**src/rtl/fes2d_pkg.sv**
```systemverilog
// shared types and constants of the 2d frame element stiffness block
package fes2d_pkg;

    // wide datapath of the shared multiply and divide units
    localparam int WW = 160;
    // divisor width, holds len^3
    localparam int DW = 104;
    // magnitude width of a saturated coefficient or entry
    localparam int MAG_W = 63;
    localparam int MUL_STEPS = 64;
    localparam int DIV_STEPS = 160;
    localparam int COS_BITS = 30;
    localparam logic [31:0] PI_Q30 = 32'd3373259426;
    localparam logic [MAG_W-1:0] SAT_MAG = '1;

    // configuration register indexes
    localparam logic [1:0] CFG_MODULUS = 2'd0;
    localparam logic [1:0] CFG_OUTER   = 2'd1;
    localparam logic [1:0] CFG_INNER   = 2'd2;

    // one finished element: magnitudes and signs of the distinct entries
    typedef struct packed {
        logic             err;
        logic             n12;
        logic             nds;
        logic             ndc;
        logic [MAG_W-1:0] m11;
        logic [MAG_W-1:0] m22;
        logic [MAG_W-1:0] m12;
        logic [MAG_W-1:0] mds;
        logic [MAG_W-1:0] mdc;
        logic [MAG_W-1:0] ke;
        logic [MAG_W-1:0] kf;
    } rec_t;

endpackage

```
**src/rtl/fes2d_back.sv**
```systemverilog
// back end: expands one element into its 36 global entries, row by row (one for zero length)
module fes2d_back
    import fes2d_pkg::*;
(
    input  logic        clk,
    input  logic        rst_n,
    input  rec_t        head,
    input  logic        empty,
    output logic        pop,
    output logic        out_valid,
    input  logic        out_ready,
    output logic [2:0]  row_index,
    output logic [2:0]  col_index,
    output logic [63:0] entry_value,
    output logic        last_entry,
    output logic        length_error
);

    // signed entry at row r, column c of the rotated matrix
    function automatic logic [63:0] pick(input rec_t rc, input logic [2:0] r,
                                         input logic [2:0] c);
        logic             ib;
        logic             jb;
        logic [2:0]       ar;
        logic [2:0]       bc;
        logic [MAG_W-1:0] mag;
        logic             neg;
        ib = (r >= 3'd3);
        jb = (c >= 3'd3);
        ar = ib ? (r - 3'd3) : r;
        bc = jb ? (c - 3'd3) : c;
        if (ar != 3'd2 && bc != 3'd2)
        begin
            if (ar == 3'd0 && bc == 3'd0)
            begin
                mag = rc.m11; neg = (ib != jb);
            end
            else if (ar == 3'd1 && bc == 3'd1)
            begin
                mag = rc.m22; neg = (ib != jb);
            end
            else
            begin
                mag = rc.m12; neg = (ib != jb) ^ rc.n12;
            end
        end
        else if (ar == 3'd2 && bc == 3'd2)
        begin
            mag = (ib == jb) ? rc.ke : rc.kf; neg = 1'b0;
        end
        else if (bc == 3'd2)
        begin
            if (ar == 3'd0)
            begin
                mag = rc.mds; neg = !rc.nds ^ ib;
            end
            else
            begin
                mag = rc.mdc; neg = rc.ndc ^ ib;
            end
        end
        else
        begin
            if (bc == 3'd0)
            begin
                mag = rc.mds; neg = !rc.nds ^ jb;
            end
            else
            begin
                mag = rc.mdc; neg = rc.ndc ^ jb;
            end
        end
        return neg ? -{1'b0, mag} : {1'b0, mag};
    endfunction

    logic [2:0]  r_reg, c_reg;
    logic        out_valid_reg;
    logic [2:0]  row_reg, col_reg;
    logic [63:0] val_reg;
    logic        last_reg, err_reg;
    logic        load;
    logic        at_end;

    assign load   = !empty && (!out_valid_reg || out_ready);
    assign at_end = (r_reg == 3'd5) && (c_reg == 3'd5);
    assign pop    = load && (head.err || at_end);

    // entry counters and output valid
    always_ff @(posedge clk or negedge rst_n)
    begin
        if (!rst_n)
        begin
            r_reg         <= '0;
            c_reg         <= '0;
            out_valid_reg <= 1'b0;
        end
        else
        begin
            if (load)
            begin
                out_valid_reg <= 1'b1;
                if (!head.err)
                begin
                    if (c_reg == 3'd5)
                    begin
                        c_reg <= '0;
                        r_reg <= at_end ? 3'd0 : r_reg + 3'd1;
                    end
                    else
                    begin
                        c_reg <= c_reg + 3'd1;
                    end
                end
            end
            else if (out_ready)
            begin
                out_valid_reg <= 1'b0;
            end
        end
    end

    // output register
    always_ff @(posedge clk)
    begin
        if (load)
        begin
            row_reg  <= head.err ? 3'd0 : r_reg;
            col_reg  <= head.err ? 3'd0 : c_reg;
            val_reg  <= head.err ? 64'd0 : pick(head, r_reg, c_reg);
            last_reg <= head.err || at_end;
            err_reg  <= head.err;
        end
    end

    assign out_valid    = out_valid_reg;
    assign row_index    = row_reg;
    assign col_index    = col_reg;
    assign entry_value  = val_reg;
    assign last_entry   = last_reg;
    assign length_error = err_reg;

endmodule

```
**config.mk**
```make
export PLATFORM = sky130hd
export DESIGN_NAME = fes2d_back
export DESIGN_NICKNAME = d
export VERILOG_FILES = /design/src/rtl/fes2d_pkg.sv /design/src/rtl/fes2d_back.sv
export SDC_FILE = /design/constraint.sdc
export NUM_CORES = 1
export LEC_CHECK = 0
export ABC_AREA = 1
export BUFFER_PORTS_ARGS = -buffer_cell sky130_fd_sc_hd__buf_2
export CAP_MARGIN = 0
export CORE_AREA = 2 2 203 205
export DETAILED_ROUTE_END_ITERATION = 10
export DIE_AREA = 0 0 205 207
export PLACE_DENSITY_LB_ADDON = 0.1
export SLEW_MARGIN = 20
export SYNTH_ARGS = -nofsm -noshare
export SYNTH_HDL_FRONTEND = slang
export SYNTH_SLANG_ARGS = --single-unit
```
**constraint.sdc**
```tcl
create_clock -name clk -period 16.06 [get_ports clk]
set_input_delay 3.212 -clock clk [delete_from_list [all_inputs] [get_ports clk]]
set_output_delay 3.212 -clock clk [all_outputs]
set_load 0.01 [all_outputs]
```
==> flow_summary.yaml <==
logic_synthesis:
  postSynthAreaPerCell_sq_um: 5.32
  netlist_area_sq_mm: 0.0116
  ys_warn_count: 0
  async_flop_share_pct: 8.86
  synth-seq-cells: 79
  syn_inst: 2187
  yosysSeqAreaShare_pct: 20.1
  synth_edf_count: 72
  ys_types: 42
  syn_nets: 2643
  synthFlopType: "edfxtp_1"
routing:
  antenna_left: 0
  route.detailed.drc: 0
  routedWlPerCell_um: 19.5
  finalWirelength_mm: 61.5
  drt-pass1-iter-count: 6
  vias: 15800
  routed_via_density: 5.00
  drtIter0Drc: 1304
timing:
  fin_worst_skew_ns: 0.00882
  fin_crit_sh_pct: 49.5
  rsz0062_at_grt: "no"
  setup_tns_ns: 0
  slew-limit-headroom_pct: 35.0
  finalHoldViolations: 0
  fmax_mhz: 126
  setup_violations: 0
  worst_slew_pin_slew_ns: 0.975
  slew_violations: 0
  period_needed_ns: 7.95
placement:
  dpl.hpwl_mm: 48.3
  placed_area_sq_mm: 0.0144
  dp_cells: 3133
  port_buffers: 522
  gp_congestion: 0.929
setup_path:
  startpoint_type: "primary input"
  required_ns: 12.85
  critPathKind: "in -> out"
  cp_max_fo: 73
  worst_setup_path_end_kind: "primary output"
  arrival_ns: 4.74
floorplanning:
  core.rowCount: 74
  core_area_sq_mm: 0.0404
  start_util_pct: 28.8
  dieArea_sq_mm: 0.0424
  die_w_um: 205
  ios: 523
  die_h_um: 207
final_layout:
  fin_area_sq_mm: 0.0148
  largest_reg_flops: 64
  final_cells: 3163
  nets: 3068
  area_delta_synth_final_pct: 27.1
  drive_gt1_share_pct: 23.5
clock_tree:
  post_cts_buffers: 0
  clk_latency_ns: 0.35
  cts_hold_buf: 0
  cts_max_level: 3
  clk_pin_slew_ns: 0.06
  max-clock-path-buffers: 2
  tritoncts: "yes"
  cts_root_buf: "clkbuf_16"
  clock-sinks: 79
  cts_buffers: 9
  cts_resized: 0
flow_run:
  max_cap_violations: 0
grt:
  grt_pass1_vias: 14600
  grt_pass1_wl_mm: 89.7
  antenna_found_initial: 20
  grt_use_total_pct: 28.0
  overflow: 0
  grt_max_degree: 78
worst_hold_path:
  min_path_type: "reg -> reg"
status:
  outcome: "finished, final reports clean"
worst max-delay path, stage by stage:
cell,delay (ns)
buf_2,0.07
inv_1,0.06
a21oi_4,0.11
buf_4,0.74
inv_1,0.20
a21oi_1,0.17
buf_2,0.17
kinds of logic after synthesis:
group | Yosys count | share of synthesized area (%)
fa+ha+maj | 7 | 0.753
xor+xnor | 1 | 0.0753
compound gates | 255 | 11.4
simple gates | 1484 | 54.2
flops | 79 | 20.1
buf+inv | 361 | 13.4
layout make-up:
cell class | instances | area, sq um
Fill cell | 4740 | 25600
Multi-Input combinational cell | 1747 | 7780
Timing Repair Buffer | 538 | 2730
Sequential cell | 79 | 2340
Inverter | 237 | 892
Tap cell | 532 | 666
Clock buffer | 9 | 225
Clock inverter | 7 | 119
Antenna cell | 14 | 35.0
layout by cell type, fill, tap and decap left out, drive strengths merged, types with 14 or more instances in the layout:
cell,count
a21oi,67
buf,538
diode,14
edfxtp,72
inv,239
nand2,793
nand3,341
nor2,305
o21ai,178
or2,20
metrics by stage:
stage          hold slack (ns)  util (%)  setup slack [ns]
2_1_floorplan            0.522         -              5.36
3_3_place_gp             0.561      35.7              8.12
3_5_place_dp             0.557      35.7              8.08
4_1_cts                  0.575      36.5              8.08
5_1_grt                  0.614      36.6              7.91
6_report                 0.576      36.6              8.11
synth_stat cells, types with 2 or more instances:
library cell	instances	area [sq um]
and2_1	2	12.5
buf_4	11	82.6
nand2_1	779	2920
inv_2	14	52.6
o21ai_2	3	26.3
or2_0	18	113
o21a_1	5	37.5
nand2_2	10	62.6
nand2_4	3	33.8
clkbuf_1	26	97.6
a21oi_1	64	320
dfrtp_1	7	175
nor3b_1	2	15.0
nand3_1	334	1670
nor2_1	290	1090
nor2_4	4	45.0
nand3b_1	9	67.6
nand4_1	8	50.1
o21ai_1	45	225
inv_1	223	837
buf_6	11	124
ha_1	7	87.6
nor2_2	9	56.3
nor3_1	4	20.0
edfxtp_1	72	2160
o21ai_0	130	651
nor2_8	2	40.0
buf_2	65	325
a21oi_2	2	17.5
buf_1	10	37.5
a22oi_1	2	15.0
nand3_2	6	60.1
worst paths after layout:
check,start,endpoint,slack [ns],cells past startpoint
worst max-delay path,out_ready,pop,8.11,7
max in group asynchronous,rst_n,out_valid$_DFFE_PN0P_,13.14,1
min in group asynchronous,rst_n,c_reg[1]$_DFFE_PN0P_,2.72,1
worst min register to register,out_valid$_DFFE_PN0P_,out_valid$_DFFE_PN0P_,0.58,2
worst min-delay path,out_valid$_DFFE_PN0P_,out_valid$_DFFE_PN0P_,0.58,2
worst max register to register,r_reg[0]$_DFFE_PN0P_,entry_value[54]$_SDFFCE_PP0P_,10.49,25
layer usage:
| layer | routed length, um | up-vias | GRT usage [%] | part of all wire (%) |
|---|---|---|---|---|
| li1 | - | 7807 | - | - |
| met3 | 4550 | 66 | 5.00 | 7.4 |
| met2 | 28200 | 640 | 44.0 | 46 |
| met4 | 1180 | 10 | 7.81 | 1.9 |
| met1 | 27500 | 7306 | 39.0 | 45 |
| met5 | 72 | - | 0 | 0.12 |
Power is not shown: default switching activity piles up to over one toggle a cycle in this logic, so the estimate is an artifact.
