**config.mk**
```make
export PLATFORM = sky130hd
export DESIGN_NAME = fes2d_queue
export DESIGN_NICKNAME = d
export VERILOG_FILES = /design/src/rtl/fes2d_pkg.sv /design/src/rtl/fes2d_queue.sv
export SDC_FILE = /design/constraint.sdc
export NUM_CORES = 1
export LEC_CHECK = 0
export ABC_AREA = 1
export ABC_CLOCK_PERIOD_IN_PS = 45100
export BUFFER_PORTS_ARGS = -buffer_cell sky130_fd_sc_hd__buf_2
export CORE_AREA = 4 4 342 344
export DETAILED_ROUTE_END_ITERATION = 6
export DIE_AREA = 0 0 346 348
export SLEW_MARGIN = 25
export SYNTH_ARGS = -nofsm -noshare
export SYNTH_HDL_FRONTEND = slang
export SYNTH_SLANG_ARGS = --single-unit
export TNS_END_PERCENT = 10
```
**constraint.sdc**
```tcl
create_clock -name clk -period 45.1 [get_ports clk]
set_input_delay 6.765 -clock clk [delete_from_list [all_inputs] [get_ports clk]]
set_output_delay 6.765 -clock clk [all_outputs]
set_load 0.005 [all_outputs]
```
**src/rtl/fes2d_pkg.sv**
```systemverilog
// shared types and constants of the 2d frame element stiffness block
package fes2d_pkg;

    // wide datapath of the shared multiply and divide units
    localparam int WW = 160;
    // divisor width, holds len^3
    localparam int DW = 104;
    // magnitude width of a saturated coefficient or entry
    localparam int MAG_W = 63;
    localparam int MUL_STEPS = 64;
    localparam int DIV_STEPS = 160;
    localparam int COS_BITS = 30;
    localparam logic [31:0] PI_Q30 = 32'd3373259426;
    localparam logic [MAG_W-1:0] SAT_MAG = '1;

    // configuration register indexes
    localparam logic [1:0] CFG_MODULUS = 2'd0;
    localparam logic [1:0] CFG_OUTER   = 2'd1;
    localparam logic [1:0] CFG_INNER   = 2'd2;

    // one finished element: magnitudes and signs of the distinct entries
    typedef struct packed {
        logic             err;
        logic             n12;
        logic             nds;
        logic             ndc;
        logic [MAG_W-1:0] m11;
        logic [MAG_W-1:0] m22;
        logic [MAG_W-1:0] m12;
        logic [MAG_W-1:0] mds;
        logic [MAG_W-1:0] mdc;
        logic [MAG_W-1:0] ke;
        logic [MAG_W-1:0] kf;
    } rec_t;

endpackage

```
**src/rtl/fes2d_queue.sv**
```systemverilog
// two-entry queue of finished elements between front and back
module fes2d_queue
    import fes2d_pkg::*;
(
    input  logic clk,
    input  logic rst_n,
    input  logic push,
    input  rec_t push_rec,
    output logic full,
    input  logic pop,
    output rec_t head,
    output logic empty
);

    rec_t       mem [2];
    logic       wr_ptr_reg;
    logic       rd_ptr_reg;
    logic [1:0] cnt_reg;

    assign full  = (cnt_reg == 2'd2);
    assign empty = (cnt_reg == 2'd0);
    assign head  = mem[rd_ptr_reg];

    // pointers and fill count
    always_ff @(posedge clk or negedge rst_n)
    begin
        if (!rst_n)
        begin
            wr_ptr_reg <= 1'b0;
            rd_ptr_reg <= 1'b0;
            cnt_reg    <= '0;
        end
        else
        begin
            if (push)
            begin
                wr_ptr_reg <= !wr_ptr_reg;
            end
            if (pop)
            begin
                rd_ptr_reg <= !rd_ptr_reg;
            end
            cnt_reg <= cnt_reg + {1'b0, push} - {1'b0, pop};
        end
    end

    // storage
    always_ff @(posedge clk)
    begin
        if (push)
        begin
            mem[wr_ptr_reg] <= push_rec;
        end
    end

endmodule

```
==> results of run 1 <==
[path summary, 6_finish.rpt]
| check | slack (ns) | end |
|---|---|---|
| worst max-delay path | 32.92 | head[244] |
| worst min-delay path | 0.54 | wr_ptr_reg$_DFFE_PN0P_ |
| worst max register to register | 41.59 | mem[0][176]$_DFFE_PP_ |
| worst min register to register | 0.54 | wr_ptr_reg$_DFFE_PN0P_ |
| max in group asynchronous | 39.00 | rd_ptr_reg$_DFFE_PN0P_ |
| min in group asynchronous | 5.93 | cnt_reg[0]$_DFF_PN0_ |
[through the flow]
step	setup slack [ns]	power (µW)	utilization (%)	hold WS, ns	area [µm²]
2_1_floorplan	18.44	1620	-	0.463	33100
3_3_place_gp	33.78	1860	34.3	0.533	39000
3_5_place_dp	33.62	1870	34.3	0.538	39000
4_1_cts	32.86	2600	36.8	0.546	41900
5_1_grt	32.48	2720	36.9	0.592	42000
6_report	32.92	2560	36.9	0.544	42000
[power groups by stage]
| stage | Combinational [µW] | Clock (µW) | Sequential, µW |
|---|---|---|---|
| 2_1_floorplan | 368 | 0 | 1250 |
| 3_5_place_dp | 704 | 0 | 1170 |
| 6_report | 692 | 717 | 1150 |
| 5_1_grt | 781 | 777 | 1160 |
| 3_3_place_gp | 697 | 0 | 1160 |
| 4_1_cts | 707 | 742 | 1150 |
[metal layers]
metal	routed length (µm)	up-vias
li1	-	9821
met1	30400	9502
met2	43100	776
met3	9500	152
met4	2800	4
met5	29	-
[final cells by class]
type                            count  area share (%)
Sequential cell                   894            63.8
Timing Repair Buffer              914            11.2
Multi-Input combinational cell    904            9.48
Clock buffer                      108            5.67
Tap cell                         1512            4.50
Inverter                          452            4.05
Clock inverter                     60            1.12
Antenna cell                       25           0.149
[layout by cell type (no fill, tap or decap), drive strengths merged, types with 2 or more instances in the layout]
cell type and n:
buf 914, edfxtp 890, inv 459, nand2 451, o21ai 445, clkbuf 108, clkinv 49, diode 25
bufinv 4, dfrtp 4, nor2 3, xor2 2, ha 2
[kinds of logic after synthesis]
| group | after synthesis | share of synthesized area [%] |
|---|---|---|
| XOR/XNOR | 2 | 0.0529 |
| buffers and inverters | 551 | 7.06 |
| flip-flops | 894 | 80.9 |
| AND/OR/NAND/NOR | 455 | 5.16 |
| adder cells (fa/ha/maj) | 2 | 0.0755 |
| AO/OA/AOI/OAI | 445 | 6.72 |
[worst register-to-register path, cell delays in order (launching register included)]
cell     delay [ns]
dfrtp_1        0.43
nor2_4         0.34
buf_12         0.55
buf_4          0.94
buf_4          0.80
==> flow_summary.toml, run 1 <==
[power]
ir_drop_uv = 49.8
p_sw_share_pct = 31.8
combPwrFrac_pct = 27.1
leakage_uw = 0.0176
internal-power_uw = 1740
p_per_area_nw_per_um2 = 60.8
p_seq_share_pct = 44.9
clkPwrFrac_pct = 28.1
p_sw_uw = 813

[floorplanning]
initial_core_util_pct = 29.1
die_area_um2 = 120000
ioPinCount = 896
die_y_um = 348
core_um2 = 114000
die_w_um = 346
rows = 124

[setup_path]
critPathKind = "reg2out"
end_kind = "primary output"
critPathRequiredTime_ns = 38.33
path_max_fanout = 102
cp_num_buf_inv = 5
cpLargestDelayFamily = "buffers and inverters"
crit_top_cell = "buf_4"
reg2reg_from = "wr_ptr_reg$_DFFE_PN0P_"
reg2reg_depth = 4
cp_slowest_stage_delay_ns = 0.91
start_kind = "flop"
cp_num_cells = 6
crit_path_top_delay_cell = "dfrtp_4"
crit_path_cell_trace = "buf_4 -> buf_4 -> buf_4 -> buf_4 -> o21ai_0 -> buf_2"
setup.worst_path.start = "rd_ptr_reg$_DFFE_PN0P_"
crit_arrival_ns = 5.42

[clock_network]
numCtsBuffers = 93
path_clk_slew_ns = 0.06
cts_root_buf = "clkbuf_16"
cts_resized = 0
postCtsSetupBuffers = 0
cts_tree = "built"
cts_max_level = 3
cts.sink_count = 894
cts_hold_buffers = 0
clock_latency_ns = 0.66
clk_path_buf_depth = 3

[detailed_routing]
vias_per_cell = 4.16
via_count = 20300
initialDrtViolationCount = 1452
wire_per_inst_um = 17.6
drt-total-wl_um = 85800
detail-route-antenna-nets = 0
drc = 0
first_pass_iters = 5

[sta]
finalSetupViolations = 0
min_period_ns = 12.18
final-max-slew-violation-count = 0
slew_headroom_pct = 19.6
rsz0062_at_grt = "false"
worst_slew_pin_slew_ns = 1.21
max_freq_mhz = 82.1
fin_crit_sh_pct = 27.0
tns_ns = 0
skew_ns = 0.0360
hold_viol = 0

[global_route]
grt_start_max_net_pins = 270
use_met2_pct = 23.8
grt_pass1_wl_um = 125000
grt.busiest_layer = "met2"
grt_use_total_pct = 13.7
antenna_found_initial = 32
grt_pass1_vias = 20000
overflow = 0
met1_usage_pct = 14.8
use_met3_pct = 5.67

[synthesis]
yosysSeqAreaShare_pct = 80.9
yosys.area.top_type = "edfxtp_1"
ys_warn_count = 0
mappedNetlistArea_um2 = 33100
synthTopCellsByCount = "edfxtp_1 (890), inv_1 (452), nand2_1 (451)"
synth_edf_count = 890
post_synth.cell_area_avg_um2 = 14.1
synthTopCellsByArea = "edfxtp_1 (81%), o21ai_0 (5.6%), inv_1 (5.1%)"
ys_seq_elements = 894
synthMostInstantiatedCell = "edfxtp_1"
synth.distinct_cells = 13
synthArstFlopShare_pct = 0.447
syn_nets = 2800
synth_top_flop_cell = "edfxtp_1"
synthCells = 2349
synth.top_cell.area_share_pct = 80.6

[hold_path]
min_from = "wr_ptr_reg$_DFFE_PN0P_"
hold_depth = 1
hold_class = "reg2reg"

[layout]
largest_register_ffs = 890
final_layout_size_suffix_gt1_share_pct = 31.4
multiInputGateArea_um2 = 3990
stdcell_count = 4869
nets = 3710
regArea_um2 = 26800
area_delta_synth_final_pct = 26.9
fill_cells = 11000

[run]
drv_cap = 0

[placement]
place_hpwl_um = 61100
dpl.cell_count = 4673
gp_congestion = 0.872
portBuffers = 895

[run_status]
status = "finished clean"
No activity file was read; power rests on OpenSTA's default activity.
==> run 2, diff against run 1 <==
--- a/config.mk
+++ b/config.mk
@@ -6,7 +6,7 @@
 export NUM_CORES = 1
 export LEC_CHECK = 0
 export ABC_AREA = 1
-export ABC_CLOCK_PERIOD_IN_PS = 45100
+export ABC_CLOCK_PERIOD_IN_PS = 10100
 export BUFFER_PORTS_ARGS = -buffer_cell sky130_fd_sc_hd__buf_2
 export CORE_AREA = 4 4 342 344
 export DETAILED_ROUTE_END_ITERATION = 6
==> constraint.sdc (replaced) <==
create_clock -name clk -period 10.1 [get_ports clk]
set_input_delay 1.515 -clock clk [delete_from_list [all_inputs] [get_ports clk]]
set_output_delay 1.515 -clock clk [all_outputs]
set_load 0.005 [all_outputs]
==> run 2 against run 1 <==
- sequential cell count did not move
- global-route usage shrank 0.35 points
- utilization is 0.13 points higher
- sequential share of layout area shrank 0.22 points
- count of clock-buffer cells in the layout up 7
- register-to-register slack got worse by 35 ns
- largest power group unchanged
==> flow_summary.toml, run 2 (synthesis gave the netlist of run 1 again) <==
[setup_path]
critPathRequiredTime_ns = 8.59
critPathKind = "reg2out"
reg2reg_from = "wr_ptr_reg$_DFFE_PN0P_"
r2r-end = "mem[1][202]$_DFFE_PP_"
crit_arrival_ns = 3.11
end_kind = "primary output"
reg2reg_depth = 4
start_kind = "flop"
cp_num_buf_inv = 3
crit_path_cell_trace = "buf_6 -> buf_4 -> o21ai_0 -> buf_2"
cpLargestDelayFamily = "buffers and inverters"
crit_path_top_delay_cell = "buf_4"
reg2reg_setup_slack_ns = 6.86
path_max_fanout = 116
cp_slowest_stage_delay_ns = 0.79

[sta]
finalSetupViolations = 0
min_period_ns = 4.63
rsz0062_at_grt = "false"
setup_slack_ns = 5.47
skew_ns = 0.00971
worst_slew_pin_slew_ns = 1.32
worst_hold_slack_ns = 0.560
tns_ns = 0
hold_viol = 0
fin_crit_sh_pct = 45.8
slew_headroom_pct = 12.2
max_freq_mhz = 216
final-max-slew-violation-count = 0

[detailed_routing]
wl_met3_um = 8230
drt-total-wl_um = 83900
top_layer = "met5"
first_pass_iters = 5
wl_met2_um = 42400
drc = 0
vias_per_cell = 4.13
wire_per_inst_um = 17.2
via_count = 20100
detail-route-antenna-nets = 0
initialDrtViolationCount = 1162
met1_length_um = 30300

[run_status]
status = "finished clean"

[layout]
fin_area_um2 = 42200
fill_cells = 10900
layout_common_cells = "buf_2 (895), edfxtp_1 (890), inv_1 (451), nand2_1 (451), o21ai_0 (373)"
area_delta_synth_final_pct = 27.3
largest_register_ffs = 890
final_layout_size_suffix_gt1_share_pct = 31.5
layout_commonest_cell = "buf_2"
nets = 3708

[floorplanning]
die_w_um = 346
rows = 124
die_area_um2 = 120000
ioPinCount = 896
initial_core_util_pct = 29.1
core_um2 = 114000
die_y_um = 348

[clock_network]
cts_resized = 0
clock_latency_ns = 0.64
cts_max_level = 3
clk_path_buf_depth = 3
cts_hold_buffers = 0
path_clk_slew_ns = 0.06
postCtsSetupBuffers = 0
cts_root_buf = "clkbuf_16"
numCtsBuffers = 95
cts_tree = "built"
cts.sink_count = 894

[placement]
gp_congestion = 0.836
pre_cts_slack_ns = 5.65
place_hpwl_um = 58300
place_area_um2 = 39100
portBuffers = 895

[hold_path]
hold_depth = 1
min_to = "wr_ptr_reg$_DFFE_PN0P_"
hold_class = "reg2reg"
min_from = "wr_ptr_reg$_DFFE_PN0P_"

[global_route]
grt_pass1_wl_um = 121000
overflow = 0
grt_start_max_net_pins = 221
antenna_found_initial = 37
grt_use_total_pct = 13.3
grt_pass1_vias = 19700

[run]
drv_cap = 0

[power]
ir_drop_uv = 180
finalPower_uw = 11600
leakage_uw = 0.0176
p_per_area_nw_per_um2 = 274
==> run 2: worst max path at each step <==
stage                                 startpoint                     to  slack, ns  cells after the start
after global routing      rd_ptr_reg$_DFFE_PN0P_              head[164]       5.07                      4
final                     rd_ptr_reg$_DFFE_PN0P_              head[164]       5.47                      4
after floorplan                             push    mem[1][0]$_DFFE_PP_      -0.85                      2
after detailed placement                    push  mem[1][204]$_DFFE_PP_       5.65                      5
after global placement                      push  mem[1][204]$_DFFE_PP_       5.63                      5
after CTS                 rd_ptr_reg$_DFFE_PN0P_              head[147]       5.23                      4
==> run 2: worst register-to-register path: stages (launching register included) <==
cell	delay (ns)
dfrtp_1	0.43
nand2_1	0.16
inv_8	0.61
buf_4	0.64
buf_12	0.52
==> run 2: per-layer routing <==
metal	up-vias	global-route usage, %
li1	9823	-
met1	9375	14.2
met2	725	23.1
met3	183	5.91
met4	6	5.30
met5	-	0
==> run 2: per-stage QoR <==
stage	instances	util (%)
after floorplan	2349	-
after global placement	4672	34.3
after detailed placement	4672	34.3
after CTS	4848	37.0
after global routing	4863	37.0
final	4870	37.0
==> run 2: final cells by class <==
cell class,count,area [µm²],share of cell area (%)
timing repair buffer,910,4670,11.1
clock buffer,115,2520,5.96
tap,1512,1890,4.48
sequential,894,26800,63.6
clock inverter,61,539,1.28
antenna,22,55.1,0.130
multi-input combinational,904,3990,9.45
inverter,452,1700,4.04
==> run 2: power breakdown <==
part	leakage (µW)	internal, µW	switching (µW)
registers	0.00840	4930	143
clock network	0.00148	1940	1420
logic	0.00774	1050	2060
total	0.0176	7920	3630
